## config.mk

```make
export PLATFORM = sky130hd
export DESIGN_NAME = ps2_keyboard_mouse_event_translator
export DESIGN_NICKNAME = d
export VERILOG_FILES = /design/src/rtl/core/ps2evt_pkg.sv /design/src/rtl/core/ps2evt_decode.sv /design/src/rtl/core/ps2_keyboard_mouse_event_translator.sv
export SDC_FILE = /design/constraint.sdc
export NUM_CORES = 1
export LEC_CHECK = 0
export BUFFER_PORTS_ARGS = -buffer_cell sky130_fd_sc_hd__buf_2
export CAP_MARGIN = 20
export CORE_MARGIN = 2
export CORE_UTILIZATION = 30
export DETAILED_ROUTE_END_ITERATION = 12
export PLACE_DENSITY = 0.46
export SLEW_MARGIN = 5
export SYNTH_ARGS = -nofsm -noshare
export SYNTH_HDL_FRONTEND = slang
export SYNTH_SLANG_ARGS = --single-unit
```

## constraint.sdc

```tcl
create_clock -name clk -period 5.43 [get_ports clk]
set_clock_uncertainty 0.2 [all_clocks]
set_input_delay 0.543 -clock clk [delete_from_list [all_inputs] [get_ports clk]]
set_output_delay 0.543 -clock clk [all_outputs]
set_load 0.02 [all_outputs]
```

## src/rtl/core/ps2evt_pkg.sv

```systemverilog
// ----------------------------------------------------------------------------
// ps2evt_pkg
// Types, constants and the scancode table shared by the PS/2 event translator.
// ----------------------------------------------------------------------------
package ps2evt_pkg;

  localparam int unsigned SCAN_TABLE_ENTRIES = 128;
  localparam int unsigned SCAN_IDX_W         = $clog2(SCAN_TABLE_ENTRIES);

  localparam int unsigned SRC_W   = 8;
  localparam int unsigned BYTE_W  = 8;
  localparam int unsigned COORD_W = 12;
  localparam int unsigned CODE_W  = 32;
  localparam int unsigned CFG_IDX_W = 1;

  localparam logic [SRC_W-1:0] SRC_KEYBOARD = 8'd1;
  localparam logic [SRC_W-1:0] SRC_MOUSE    = 8'd12;

  localparam logic [0:0] CFG_SCREEN_WIDTH  = 1'b0;
  localparam logic [0:0] CFG_SCREEN_HEIGHT = 1'b1;

  localparam logic [COORD_W-1:0] WIDTH_RST  = 12'd1024;
  localparam logic [COORD_W-1:0] HEIGHT_RST = 12'd768;
  localparam logic [COORD_W-1:0] COL_RST    = 12'd512;
  localparam logic [COORD_W-1:0] ROW_RST    = 12'd384;

  localparam logic [CODE_W-1:0] RELEASE_BIT = 32'h8000_0000;

  typedef enum logic {
    EVT_KEY   = 1'b0,
    EVT_MOUSE = 1'b1
  } evt_kind_t;

  typedef enum logic [1:0] {
    MB_FIRST  = 2'd0,
    MB_SECOND = 2'd1,
    MB_THIRD  = 2'd2
  } mbyte_t;

  typedef struct packed {
    evt_kind_t          kind;
    logic [COORD_W-1:0] x;
    logic [COORD_W-1:0] y;
    logic [CODE_W-1:0]  code;
  } evt_t;

  function automatic logic [CODE_W-1:0] key_lookup(input logic [SCAN_IDX_W-1:0] idx);
    logic [CODE_W-1:0] code;
    unique case (idx)
      7'h01:   code = 32'd27;
      7'h02:   code = 32'd49;
      7'h03:   code = 32'd50;
      7'h04:   code = 32'd51;
      7'h05:   code = 32'd52;
      7'h1E:   code = 32'd65;
      7'h30:   code = 32'd66;
      7'h2E:   code = 32'd67;
      7'h20:   code = 32'd68;
      7'h1C:   code = 32'd13;
      7'h39:   code = 32'd32;
      default: code = '0;
    endcase
    return code;
  endfunction

endpackage

```

## src/rtl/core/ps2evt_decode.sv

```systemverilog
// ----------------------------------------------------------------------------
// ps2evt_decode
// Keyboard translation, mouse packet assembly and cursor clamping.
// ----------------------------------------------------------------------------
module ps2evt_decode
  import ps2evt_pkg::*;
(
  input  logic               clk,
  input  logic               rst_n,
  input  logic               item_valid,
  input  logic               step,
  input  logic [SRC_W-1:0]   source_id,
  input  logic [BYTE_W-1:0]  data_byte,
  input  logic [COORD_W-1:0] screen_width,
  input  logic [COORD_W-1:0] screen_height,
  output logic               has_result,
  output evt_t               result
);

  localparam int unsigned SUM_W = COORD_W + 2;

  mbyte_t              mbyte_r, mbyte_nxt;
  logic [BYTE_W-1:0]   flags_r, flags_nxt;
  logic [BYTE_W-1:0]   dx_byte_r, dx_byte_nxt;
  logic [COORD_W-1:0]  col_r, col_nxt;
  logic [COORD_W-1:0]  row_r, row_nxt;

  logic                is_key;
  logic                is_mouse;
  logic                pkt_done;
  logic [CODE_W-1:0]   kbd_code;
  logic signed [SUM_W-1:0] dx;
  logic signed [SUM_W-1:0] dy;
  logic signed [SUM_W-1:0] col_sum;
  logic signed [SUM_W-1:0] row_sum;
  logic [COORD_W-1:0]  width_lim;
  logic [COORD_W-1:0]  height_lim;
  logic [COORD_W-1:0]  col_clamp;
  logic [COORD_W-1:0]  row_clamp;

  assign is_key   = item_valid && (source_id == SRC_KEYBOARD);
  assign is_mouse = item_valid && (source_id == SRC_MOUSE);

  always_comb begin
    pkt_done = 1'b0;
    unique case (mbyte_r)
      MB_FIRST:  pkt_done = 1'b0;
      MB_SECOND: pkt_done = 1'b0;
      default:   pkt_done = is_mouse;
    endcase
  end

  assign kbd_code = key_lookup(data_byte[SCAN_IDX_W-1:0])
                  | (data_byte[BYTE_W-1] ? RELEASE_BIT : '0);

  assign dx = {{(SUM_W-BYTE_W){flags_r[4]}}, dx_byte_r};
  assign dy = {{(SUM_W-BYTE_W){flags_r[5]}}, data_byte};
  assign col_sum = $signed({2'b00, col_r}) + dx;
  assign row_sum = $signed({2'b00, row_r}) - dy;

  assign width_lim  = (screen_width  == '0) ? COORD_W'(1) : screen_width;
  assign height_lim = (screen_height == '0) ? COORD_W'(1) : screen_height;

  always_comb begin
    priority if (col_sum[SUM_W-1]) begin
      col_clamp = '0;
    end else if (col_sum[SUM_W-2:0] >= {1'b0, width_lim}) begin
      col_clamp = width_lim - COORD_W'(1);
    end else begin
      col_clamp = col_sum[COORD_W-1:0];
    end
  end

  always_comb begin
    priority if (row_sum[SUM_W-1]) begin
      row_clamp = '0;
    end else if (row_sum[SUM_W-2:0] >= {1'b0, height_lim}) begin
      row_clamp = height_lim - COORD_W'(1);
    end else begin
      row_clamp = row_sum[COORD_W-1:0];
    end
  end

  // next state
  always_comb begin
    mbyte_nxt   = mbyte_r;
    flags_nxt   = flags_r;
    dx_byte_nxt = dx_byte_r;
    col_nxt     = col_r;
    row_nxt     = row_r;
    if (step && is_mouse) begin
      unique case (mbyte_r)
        MB_FIRST: begin
          if (data_byte[3]) begin
            flags_nxt = data_byte;
            mbyte_nxt = MB_SECOND;
          end
        end
        MB_SECOND: begin
          dx_byte_nxt = data_byte;
          mbyte_nxt   = MB_THIRD;
        end
        default: begin
          mbyte_nxt = MB_FIRST;
          col_nxt   = col_clamp;
          row_nxt   = row_clamp;
        end
      endcase
    end
  end

  // outputs
  always_comb begin
    has_result = is_key || pkt_done;
    if (pkt_done) begin
      result.kind = EVT_MOUSE;
      result.x    = col_clamp;
      result.y    = row_clamp;
      result.code = {{(CODE_W-3){1'b0}}, flags_r[2:0]};
    end else begin
      result.kind = EVT_KEY;
      result.x    = col_r;
      result.y    = row_r;
      result.code = kbd_code;
    end
  end

  always_ff @(posedge clk) begin
    if (!rst_n) begin
      mbyte_r <= MB_FIRST;
      col_r   <= COL_RST;
      row_r   <= ROW_RST;
    end else begin
      mbyte_r <= mbyte_nxt;
      col_r   <= col_nxt;
      row_r   <= row_nxt;
    end
  end

  always_ff @(posedge clk) begin
    flags_r   <= flags_nxt;
    dx_byte_r <= dx_byte_nxt;
  end

`ifndef ASSERT_OFF
  a_mouse_evt_on_third: assert property (@(posedge clk) disable iff (!rst_n)
    (has_result && result.kind == EVT_MOUSE) |-> (mbyte_r != MB_FIRST && mbyte_r != MB_SECOND))
    else $error("mouse event without a complete packet");
  a_first_byte_sync: assert property (@(posedge clk) disable iff (!rst_n)
    (step && is_mouse && mbyte_r == MB_FIRST && !data_byte[3]) |=> (mbyte_r == MB_FIRST))
    else $error("unsynchronized first byte accepted");
  a_cursor_hold: assert property (@(posedge clk) disable iff (!rst_n)
    (step && !pkt_done) |=> ($stable(col_r) && $stable(row_r)))
    else $error("cursor moved without a packet");
`endif

endmodule

```

## src/rtl/core/ps2_keyboard_mouse_event_translator.sv

```systemverilog
// ----------------------------------------------------------------------------
// ps2_keyboard_mouse_event_translator
// Turns tagged PS/2 keyboard and mouse bytes into key and cursor events.
//
//   channel  direction  handshake          payload
//   in_      input      valid / stall      source_id, data_byte
//   out_     output     valid / stall      event_kind, cursor_x, cursor_y, evt_code
//   cfg_     input      valid / ready      index, data (screen width, height)
//
// One byte per cycle while in_stall is low; each byte passes the input register
// and, if it bears a result, the result register, set by the single add-and-clamp stage.
// Reset clears the pipeline valid bits, mouse packet position and cursor
// (512, 384); screen size returns to 1024 x 768. No clearing pass.
// A stalled result holds; the input stalls only when the input register
// holds a result-bearing byte that cannot move into the result register.
// ----------------------------------------------------------------------------
module ps2_keyboard_mouse_event_translator
  import ps2evt_pkg::*;
(
  input  logic                 clk,
  input  logic                 rst_n,
  input  logic                 in_valid,
  output logic                 in_stall,
  input  logic [SRC_W-1:0]     in_source_id,
  input  logic [BYTE_W-1:0]    in_data_byte,
  output logic                 out_valid,
  input  logic                 out_stall,
  output logic                 out_event_kind,
  output logic [COORD_W-1:0]   out_cursor_x,
  output logic [COORD_W-1:0]   out_cursor_y,
  output logic [CODE_W-1:0]    out_evt_code,
  input  logic                 cfg_valid,
  output logic                 cfg_ready,
  input  logic [CFG_IDX_W-1:0] cfg_index,
  input  logic [COORD_W-1:0]   cfg_data
);

  logic                s1_valid_r, s1_valid_nxt;
  logic [SRC_W-1:0]    s1_src_r;
  logic [BYTE_W-1:0]   s1_byte_r;
  logic                out_valid_r, out_valid_nxt;
  evt_t                out_r;
  logic [COORD_W-1:0]  width_r, height_r;

  logic                has_res;
  evt_t                res;
  logic                out_free;
  logic                s1_adv;
  logic                in_xfer;
  logic                out_load;

  ps2evt_decode u_decode (
    .clk           (clk),
    .rst_n         (rst_n),
    .item_valid    (s1_valid_r),
    .step          (s1_adv),
    .source_id     (s1_src_r),
    .data_byte     (s1_byte_r),
    .screen_width  (width_r),
    .screen_height (height_r),
    .has_result    (has_res),
    .result        (res)
  );

  assign out_free      = !out_valid_r || !out_stall;
  assign s1_adv        = s1_valid_r && (!has_res || out_free);
  assign in_stall      = s1_valid_r && has_res && !out_free;
  assign in_xfer       = in_valid && !in_stall;
  assign out_load      = s1_adv && has_res;
  assign s1_valid_nxt  = in_xfer || (s1_valid_r && !s1_adv);
  assign out_valid_nxt = out_load || (out_valid_r && out_stall);
  assign cfg_ready     = 1'b1;

  always_ff @(posedge clk) begin
    if (!rst_n) begin
      s1_valid_r  <= 1'b0;
      out_valid_r <= 1'b0;
      width_r     <= WIDTH_RST;
      height_r    <= HEIGHT_RST;
    end else begin
      s1_valid_r  <= s1_valid_nxt;
      out_valid_r <= out_valid_nxt;
      if (cfg_valid && cfg_ready) begin
        unique case (cfg_index)
          CFG_SCREEN_WIDTH:  width_r  <= cfg_data;
          CFG_SCREEN_HEIGHT: height_r <= cfg_data;
          default:           width_r  <= width_r;
        endcase
      end
    end
  end

  always_ff @(posedge clk) begin
    if (in_xfer) begin
      s1_src_r  <= in_source_id;
      s1_byte_r <= in_data_byte;
    end
    if (out_load) begin
      out_r <= res;
    end
  end

  assign out_valid      = out_valid_r;
  assign out_event_kind = out_r.kind;
  assign out_cursor_x   = out_r.x;
  assign out_cursor_y   = out_r.y;
  assign out_evt_code   = out_r.code;

`ifndef ASSERT_OFF
  a_no_overwrite: assert property (@(posedge clk) disable iff (!rst_n)
    (s1_valid_r && has_res && out_valid_r && out_stall) |-> (in_stall && !s1_adv))
    else $error("pending result would be overwritten");
  a_result_lands: assert property (@(posedge clk) disable iff (!rst_n)
    (s1_adv && has_res) |=> out_valid_r)
    else $error("result lost between stages");
  a_mouse_clamped: assert property (@(posedge clk) disable iff (!rst_n)
    (out_valid_r && out_r.kind == EVT_MOUSE) |->
      (out_r.x != {COORD_W{1'b1}} && out_r.y != {COORD_W{1'b1}}))
    else $error("mouse cursor outside clamp range");
`endif

endmodule
```

; After elaboration in Yosys (flattened, before gate mapping)
; Index checks and enable logic that the tools add are counted.
; W data, S select, Z words.
[word_totals]
ff_bits = 138
latchBits = 0
mem_bits_rw = 0
rom_bits = 0
in_bits = 34
output_inout_bits = 60
elab_cells = 83
n_memories = 0
[op_classes]
add_sub_neg = 4
multipliers = 0
div = 0
order_cmp = 2
eq_ne = 15
shifts = 0
n_mux = 12
n_bitwise = 3
reduce_logical = 31
[op_table]
columns = op, n
row1 = $pmux W7 S11, 1
row2 = $mux W12, 6
row3 = $mux W57, 1
row4 = $mux W32, 1
row5 = $or A7 B32 Y32, 1
row6 = $eq A7 B6 Y1 const B, 4
row7 = $ge A13 B12 Y1, 2
row8 = $logic_not A12 Y1, 2
row9 = $sub A12 B1 Y12 const B, 2
row10 = $add A13 B9 Y14, 1
row11 = $eq A7 B2 Y1 const B, 2
row12 = $eq A7 B3 Y1 const B, 2
row13 = $eq A7 B5 Y1 const B, 2
row14 = $sub A13 B9 Y14, 1
row15 = $logic_and A1 B1 Y1, 10
row16 = $reduce_and A2 Y1, 5
row17 = $eq A8 B1 Y1 const B, 1
row18 = $eq A8 B4 Y1 const B, 1
row19 = $eq A7 B1 Y1 const B, 1
row20 = $logic_not A1 Y1, 6
row21 = $logic_or A1 B1 Y1, 5
row22 = $pmux W2 S2, 1
row23 = $reduce_and A3 Y1, 1
row24 = $eq A2 B1 Y1 const B, 1
row25 = 6 further kinds, 7

; Longest topological paths before layout
; Gate-level depths: netlist of run 1.
[logic_depth]
word_depth = 10
depth_mapped = 17
mapped_depth_nobuf = 16

; Cells and area by module
; A second synthesis of run 1 with hierarchy kept.
[unflattened]
hier_cells = 795
area_unflattened_um2 = 7866.3
[by_module_without_submodules]
columns = mod, n_inst, cells_per_inst, area_each_um2, seq_area_each_um2
row1 = ps2evt_decode, 1, 603, 4685.7, 910.9
row2 = ps2_keyboard_mouse_event_translator, 1, 192, 3180.6, 2712.6

; Worst setup path after synthesis of run 1
; Ideal clock, no wire load.
[synth_path]
path_type = register -> register
from = register s1_byte_r[2]
to = register out_r (netlist bit out_cursor_y[10]), data pin
setup_ps = 256
arrival_time_ps = 4152
required_time_ps = 4974
slack_ps = 821
stages_incl_launch_ff = 17
path_buffers = 2
synth_period_minus_slack_ps = 4609
path_cell_list = edfxtp_1 -> clkbuf_1 -> inv_1 -> ha_1 -> and2b_1 -> o2111ai_2 -> a21oi_2 -> or4_1 -> o2111ai_1 -> ha_1 -> a2111o_1 -> a21oi_1 -> a31oi_1 -> nor4b_4 -> buf_8 -> mux2_4 -> a22o_1
[synth_rtl]
columns = item, line_no
row1 = "start, declared", ps2_keyboard_mouse_event_translator.sv:40  ; logic [BYTE_W-1:0] s1_byte_r;
row2 = "start signal, assigned", ps2_keyboard_mouse_event_translator.sv:96  ; s1_byte_r <= in_data_byte;
row3 = "end signal, assigned", ps2_keyboard_mouse_event_translator.sv:99  ; out_r <= res;
row4 = "end, declared", ps2_keyboard_mouse_event_translator.sv:42  ; evt_t out_r;

==> results.yml, run 1 <==
drt:
  route.antenna.remaining_nets: 0
  dr.pass1.iters: 5
  wl_per_cell_microns: 16.48
  wl_microns: 19090
  wl_met1_microns: 9141
  wl_met3_microns: 605
  vias: 5572
  top_layer_used: "met4"
  met2_length_microns: 9068
  drcViolationCount: 0
  avgViaCountPerCell: 4.812
  drtIter0Drc: 382
global_route:
  grt_max_degree: 35
  grt_usage: 0.1553
  antenna_found_initial: 0
  grt_pass1_wl_microns: 29250
  overflow: 0
  grt_pass1_vias: 5197
timing:
  layout_min_cycle_time_ps: 5071
  fin_setup_tns_ps: 0
  rsz0062_at_grt: "no"
  setup_viol: 0
  min_period_over_period: 0.9338
  hold-worst-slack_ps: 100.5
  slew-limit-headroom: 0.4471
  clock.fmax_mhz: 197.2
  slew_viol_final: 0
  hold_viol: 0
  worstMarginPinSlew_ps: 827.6
cells_and_area:
  fillCellCount: 2456
  drive_above_1_share: 0.1645
  final_area_sq_um: 8307
  num_antenna_cells: 0
  num-nets-final: 914
  multi_input_area_sq_um: 3794
  synthToLayoutAreaGrowth_pct: 16.54
  seq_area_sq_um: 2903
synth:
  ys_seq_elements: 114
  syn_area_per_cell_sq_um: 9.466
  synth_cells: 753
  ys_seq_area_frac: 0.4072
  async_reset_ff_frac: 0
  synth_area_sq_um: 7128
  synth_edf_count: 62
  yosysWarnings: 0
  synth_cell_types: 78
  ys.flop_type: "edfxtp_1"
power_and_ir_drop:
  power.leakage_nw: 3.348
  powerDensity_nw_per_um2: 273.3
  vdd_drop_max_mv: 0.2134
cts:
  numCtsBuffers: 17
  clk_pin_slew_ps: 60
  cts_max_level: 4
  post_cts_buffers: 0
  cts.sinks: 114
  holdBufCountCts: 0
  clockBufferDepth: 2
  worstSkewPairLatency_ps: 420
  cts_resized: 0
  clock_tree.root_cell: "clkbuf_16"
  cts_tree: "yes"
place:
  io_buffers: 68
  gp_congestion: 0.8587
  hpwl_microns: 14330
  postPlaceCellArea_sq_um: 7744
die:
  core.rowCount: 56
  die_area_sq_um: 25010
  die_width_microns: 158.1
  start_util: 0.3046
  fp.dieH_microns: 158.1
  io_pins: 94
  core_area_sq_um: 23400
worst_setup_path:
  end_kind: "flop"
  r2r_slack_ps: 360
  start_kind: "flop"
  cp.arrival_ps: 5040
  slowest_stage: "edfxtp_1"
  path_cells: "inv_1, ha_1, a21o_1, a21oi_2, a21oi_2, or4_1, o2111ai_1, ha_1, a2111o_1, o22ai_1, a31oi_1, nor4b_4, buf_4, mux2_2, a22o_1"
  cp_slowest_stage_delay_ps: 520
  path_class: "flop to flop"
  cp.required_ps: 5400
  critPathMaxFanout: 9
flow_run:
  max_cap_viol_count: 0
worst_hold_path:
  hp-class: "input pin to flop"
run_status:
  status: "finished clean"
-- power breakdown --
group | total [W] | switching [W] | internal (W)
registers | 0.000947 | 0.0000209 | 0.000926
logic | 0.000256 | 0.000155 | 0.000100
clock network | 0.00107 | 0.000436 | 0.000631
total | 0.00227 | 0.000612 | 0.00166
-- sequential cells by signal (all words and copies together) (netlist names) --
signal	flops
s1_valid_r	1
out_event_kind	1
width_r	12
out_valid	1
u_decode.row_r	12
out_evt_code	8
height_r	12
u_decode.mbyte_r	2
out_cursor_y	12
u_decode.flags_r	5
s1_byte_r	8
out_cursor_x	12
u_decode.dx_byte_r	8
s1_src_r	8
u_decode.col_r	12
-- stage by stage --
step	setup WS [ps]	util	cells	power, W
global route	122.1	0.3550	1158	0.002363
detailed placement	426.0	0.3309	1125	0.001222
CTS	402.0	0.3546	1157	0.002298
global placement	571.7	0.3309	1125	0.001223
finish	359.3	0.3550	1158	0.002270
floorplan	821.3	-	776	0.001158
-- cell families (layout without fill, tap and decap cells) --
group,after synthesis,after routing,synth area share
AOI/OAI and AO/OA,201,201,0.1927
xor gates and xnor gates,29,29,0.03669
adders and majority gates,54,54,0.09689
buffers and inverters,106,169,0.07425
DFF,114,114,0.4072
muxes,26,26,0.04002
other,2,25,0.001054
and+or+nand+nor,221,221,0.1511
-- worst paths after layout --
| path | from | end | depth (start not counted) |
|---|---|---|---|
| worst max-delay path | s1_byte_r[4] | out_cursor_y[4] | 15 |
| worst min-delay path | in_data_byte[1] | s1_byte_r[1] | 1 |
| worst max register to register | s1_byte_r[4] | out_cursor_y[4] | 15 |
| worst min register to register | s1_byte_r[7] | u_decode.dx_byte_r[7] | 0 |
-- cells in the final DEF, fill, tap and decap left out, drive strengths merged, types with 4 or more instances in the layout --
cell	count
o21a	9
conb	25
a31oi	8
mux2	8
a22o	16
clkbuf	17
o31ai	6
nor3	18
buf	83
a211oi	5
clkinv	7
nand3	9
a21boi	24
mux2i	18
nor2	32
xor2	7
nand2	105
nand4	4
a21oi	30
o311ai	4
a21o	10
and3	6
o211ai	10
o21ai	52
edfxtp	62
o2111ai	6
inv	59
nand2b	4
ha	52
nor4	8
and2	6
xnor2	22
nor2b	9
o22ai	5
dfxtp	52
-- Yosys cell counts, types with 17 or more instances --
cell / instances / share of area
nand2_1: 105 / 0.055
edfxtp_1: 62 / 0.26
inv_1: 54 / 0.028
dfxtp_1: 52 / 0.15
ha_1: 52 / 0.091
o21ai_1: 33 / 0.023
nor2_1: 32 / 0.017
a21oi_1: 27 / 0.019
buf_4: 26 / 0.027
a21boi_0: 23 / 0.024
xnor2_1: 21 / 0.026
o21ai_0: 19 / 0.013
mux2i_1: 18 / 0.025
clkbuf_1: 17 / 0.0090
nor3_1: 17 / 0.012
-- worst max-delay path: cells and delay by family (launching register included) --
kind / cells / cell delay (ps)
AOI/OAI and AO/OA: 8 / 1700
and+or+nand+nor: 2 / 890
adders and majority gates: 2 / 730
DFF: 1 / 520
buffers and inverters: 2 / 420
muxes: 1 / 350
-- cell type report --
| class | instances | share of cell area |
|---|---|---|
| Clock inverter | 15 | 0.01567 |
| Multi-Input combinational cell | 556 | 0.4567 |
| Tap cell | 319 | 0.04805 |
| Inverter | 54 | 0.02440 |
| Clock buffer | 17 | 0.05121 |
| Sequential cell | 114 | 0.3494 |
| Timing Repair Buffer | 83 | 0.05453 |
-- layer usage --
metal | up-vias | global-route usage
met5 | - | 0
met3 | 17 | 0.02628
li1 | 2834 | -
met2 | 103 | 0.2526
met4 | 0 | 0.04676
met1 | 2618 | 0.2109
No activity file was read; power rests on OpenSTA's default activity.
==> run 2: changes to the inputs <==
--- a/config.mk
+++ b/config.mk
@@ -11,7 +11,9 @@
 export CORE_UTILIZATION = 30
 export DETAILED_ROUTE_END_ITERATION = 12
 export PLACE_DENSITY = 0.46
+export REMOVE_ABC_BUFFERS = 1
 export SLEW_MARGIN = 5
 export SYNTH_ARGS = -nofsm -noshare
 export SYNTH_HDL_FRONTEND = slang
+export SYNTH_HIERARCHICAL = 1
 export SYNTH_SLANG_ARGS = --single-unit
==> run 2 against run 1 <==
Maximum frequency up 9.4%. Final cell count grew 7.3%. Clock power is 7% higher. Highest routed layer unchanged. Critical endpoint is now out_cursor_x[9].
==> results.yml, run 2 <==
run_status:
  status: "finished clean"
timing:
  min_period_over_period: 0.8533
  slew_viol_final: 0
  slew-limit-headroom: 0.3345
  rsz0062_at_grt: "no"
  fin_ws_ps: 796.5
  hold_viol: 0
  layout_min_cycle_time_ps: 4633
  clock.fmax_mhz: 215.8
  fin_setup_tns_ps: 0
  setup_viol: 0
  worstMarginPinSlew_ps: 990.0
power_and_ir_drop:
  vdd_drop_max_mv: 0.1329
  powerDensity_nw_per_um2: 274.9
  power.leakage_nw: 3.899
  finalPower_w: 0.002531
cts:
  clk_pin_slew_ps: 70
  cts_tree: "yes"
  clockBufferDepth: 2
  worstSkewPairLatency_ps: 430
  holdBufCountCts: 0
  cts_max_level: 4
  numCtsBuffers: 17
  cts_resized: 0
  clock_tree.root_cell: "clkbuf_16"
  cts.sinks: 138
  post_cts_buffers: 0
drt:
  avgViaCountPerCell: 4.742
  drcViolationCount: 0
  wl_per_cell_microns: 16.23
  drtIter0Drc: 307
  route.antenna.remaining_nets: 0
  wl_microns: 20160
  dr.pass1.iters: 4
  vias: 5889
global_route:
  grt_pass1_vias: 5852
  grt_pass1_wl_microns: 31950
  grt_usage: 0.1487
  overflow: 0
  grt_max_degree: 35
  antenna_found_initial: 0
worst_setup_path:
  path_class: "flop to flop"
  cp-endpoint: "out_cursor_x[9]"
  cp.arrival_ps: 4610
  r2r_start: "u_decode/dx_byte_r[0]"
  critPathMaxFanout: 12
  r2r_slack_ps: 800
  ff2ff_path_depth: 16
  start_kind: "flop"
  r2r_end: "out_cursor_x[9]"
  crit_path_start: "u_decode/dx_byte_r[0]"
  end_kind: "flop"
  cp.required_ps: 5410
synth:
  ys_seq_elements: 138
  yosysWarnings: 6
  async_reset_ff_frac: 0
  synth_cells: 795
  synth_area_sq_um: 7866
  synth_edf_count: 86
  yosysMostFrequentCell: "nand2_1"
  netlist.top_cell.by_area: "edfxtp_1"
  ys.flop_type: "edfxtp_1"
  syn_area_per_cell_sq_um: 9.895
  synth_cell_types: 75
  synth_top_area_frac: 0.3283
  ys_top_cells_by_count: "121 x nand2_1, 86 x edfxtp_1, 54 x inv_1"
  synth_area_leaders: "edfxtp_1 33%, dfxtp_1 13%, ha_1 8.3%"
  ys_seq_area_frac: 0.4606
cells_and_area:
  num_antenna_cells: 0
  final_area_sq_um: 9208
  layout_commonest_cell: "nand2_1"
  synthToLayoutAreaGrowth_pct: 17.05
  largest_reg_flops: 32
  num-nets-final: 982
  drive_above_1_share: 0.1775
  final_cell_mix: "121 x nand2_1, 93 x buf_2, 86 x edfxtp_1"
worst_hold_path:
  hp-class: "input pin to flop"
die:
  io_pins: 94
  die_area_sq_um: 27530
  die_width_microns: 165.9
  core.rowCount: 59
  core_area_sq_um: 25910
  fp.dieH_microns: 165.9
  start_util: 0.3036
place:
  gp_congestion: 0.8384
  hpwl_microns: 15100
  postPlaceCellArea_sq_um: 8616
  io_buffers: 92
  dp_worst_setup_slack_ps: 829.4
flow_run:
  max_cap_viol_count: 0
==> run 2: final cells by class <==
type,count,area [sq um]
Multi-Input combinational cell,579,3834
Clock buffer,17,425.4
Clock inverter,15,151.4
Inverter,55,206.4
Sequential cell,138,3623
Tap cell,335,419.2
Timing Repair Buffer,103,548.0
Fill cell,2601,16700
==> run 2: power breakdown <==
group | total, W | internal, W | switching [W]
Sequential | 0.00115 | 0.00113 | 0.0000189
Clock | 0.00114 | 0.000611 | 0.000530
Combinational | 0.000242 | 0.0000953 | 0.000147
==> run 2: kinds of logic after synthesis <==
| family | Yosys count | share of synthesized area |
|---|---|---|
| and+or+nand+nor | 254 | 0.1544 |
| AOI/OAI and AO/OA | 190 | 0.1627 |
| DFF | 138 | 0.4606 |
| buffers and inverters | 101 | 0.06553 |
| adders and majority gates | 54 | 0.08780 |
| xor gates and xnor gates | 28 | 0.03117 |
| muxes | 28 | 0.03674 |
| other | 2 | 0.0009547 |
==> run 2: layer usage <==
metal	wire length, microns	up-vias	global-route usage
met1	9393	2750	0.1916
li1	-	3012	-
met4	434	0	0.05293
met2	9587	103	0.2473
met3	746	24	0.03122
met5	0	-	0
==> run 2: worst max-delay path: stages (launching register included) <==
cell,delay (ps)
edfxtp_1,370
ha_1,260
fa_1,430
a211oi_1,300
o21ai_0,180
a31o_2,300
mux2i_1,120
nor2_1,150
inv_1,60
ha_1,300
a211o_1,250
a21oi_1,110
o21ai_0,100
o221ai_1,180
and4bb_2,540
mux2_4,340
a22o_1,190
==> run 2: worst min-delay path by stage <==
stage               slack, ps         startpoint  depth (start not counted)           endpoint
global route               70    in_source_id[2]                          1        s1_src_r[2]
finish                     90    in_source_id[2]                          1        s1_src_r[2]
floorplan                 230  u_decode/row_r[0]                          2  u_decode/row_r[0]
global placement          240  u_decode/row_r[0]                          2  u_decode/row_r[0]
CTS                        70    in_source_id[4]                          1        s1_src_r[4]
detailed placement        240  u_decode/row_r[0]                          2  u_decode/row_r[0]
==> run 2: metrics by stage <==
step,hold WS [ps],util,instances
after floorplan,225.0,-,772
after CTS,68.73,0.3548,1241
after global placement,235.6,0.3323,1208
after global routing,73.34,0.3554,1242
final,85.08,0.3554,1242
after detailed placement,244.3,0.3325,1209
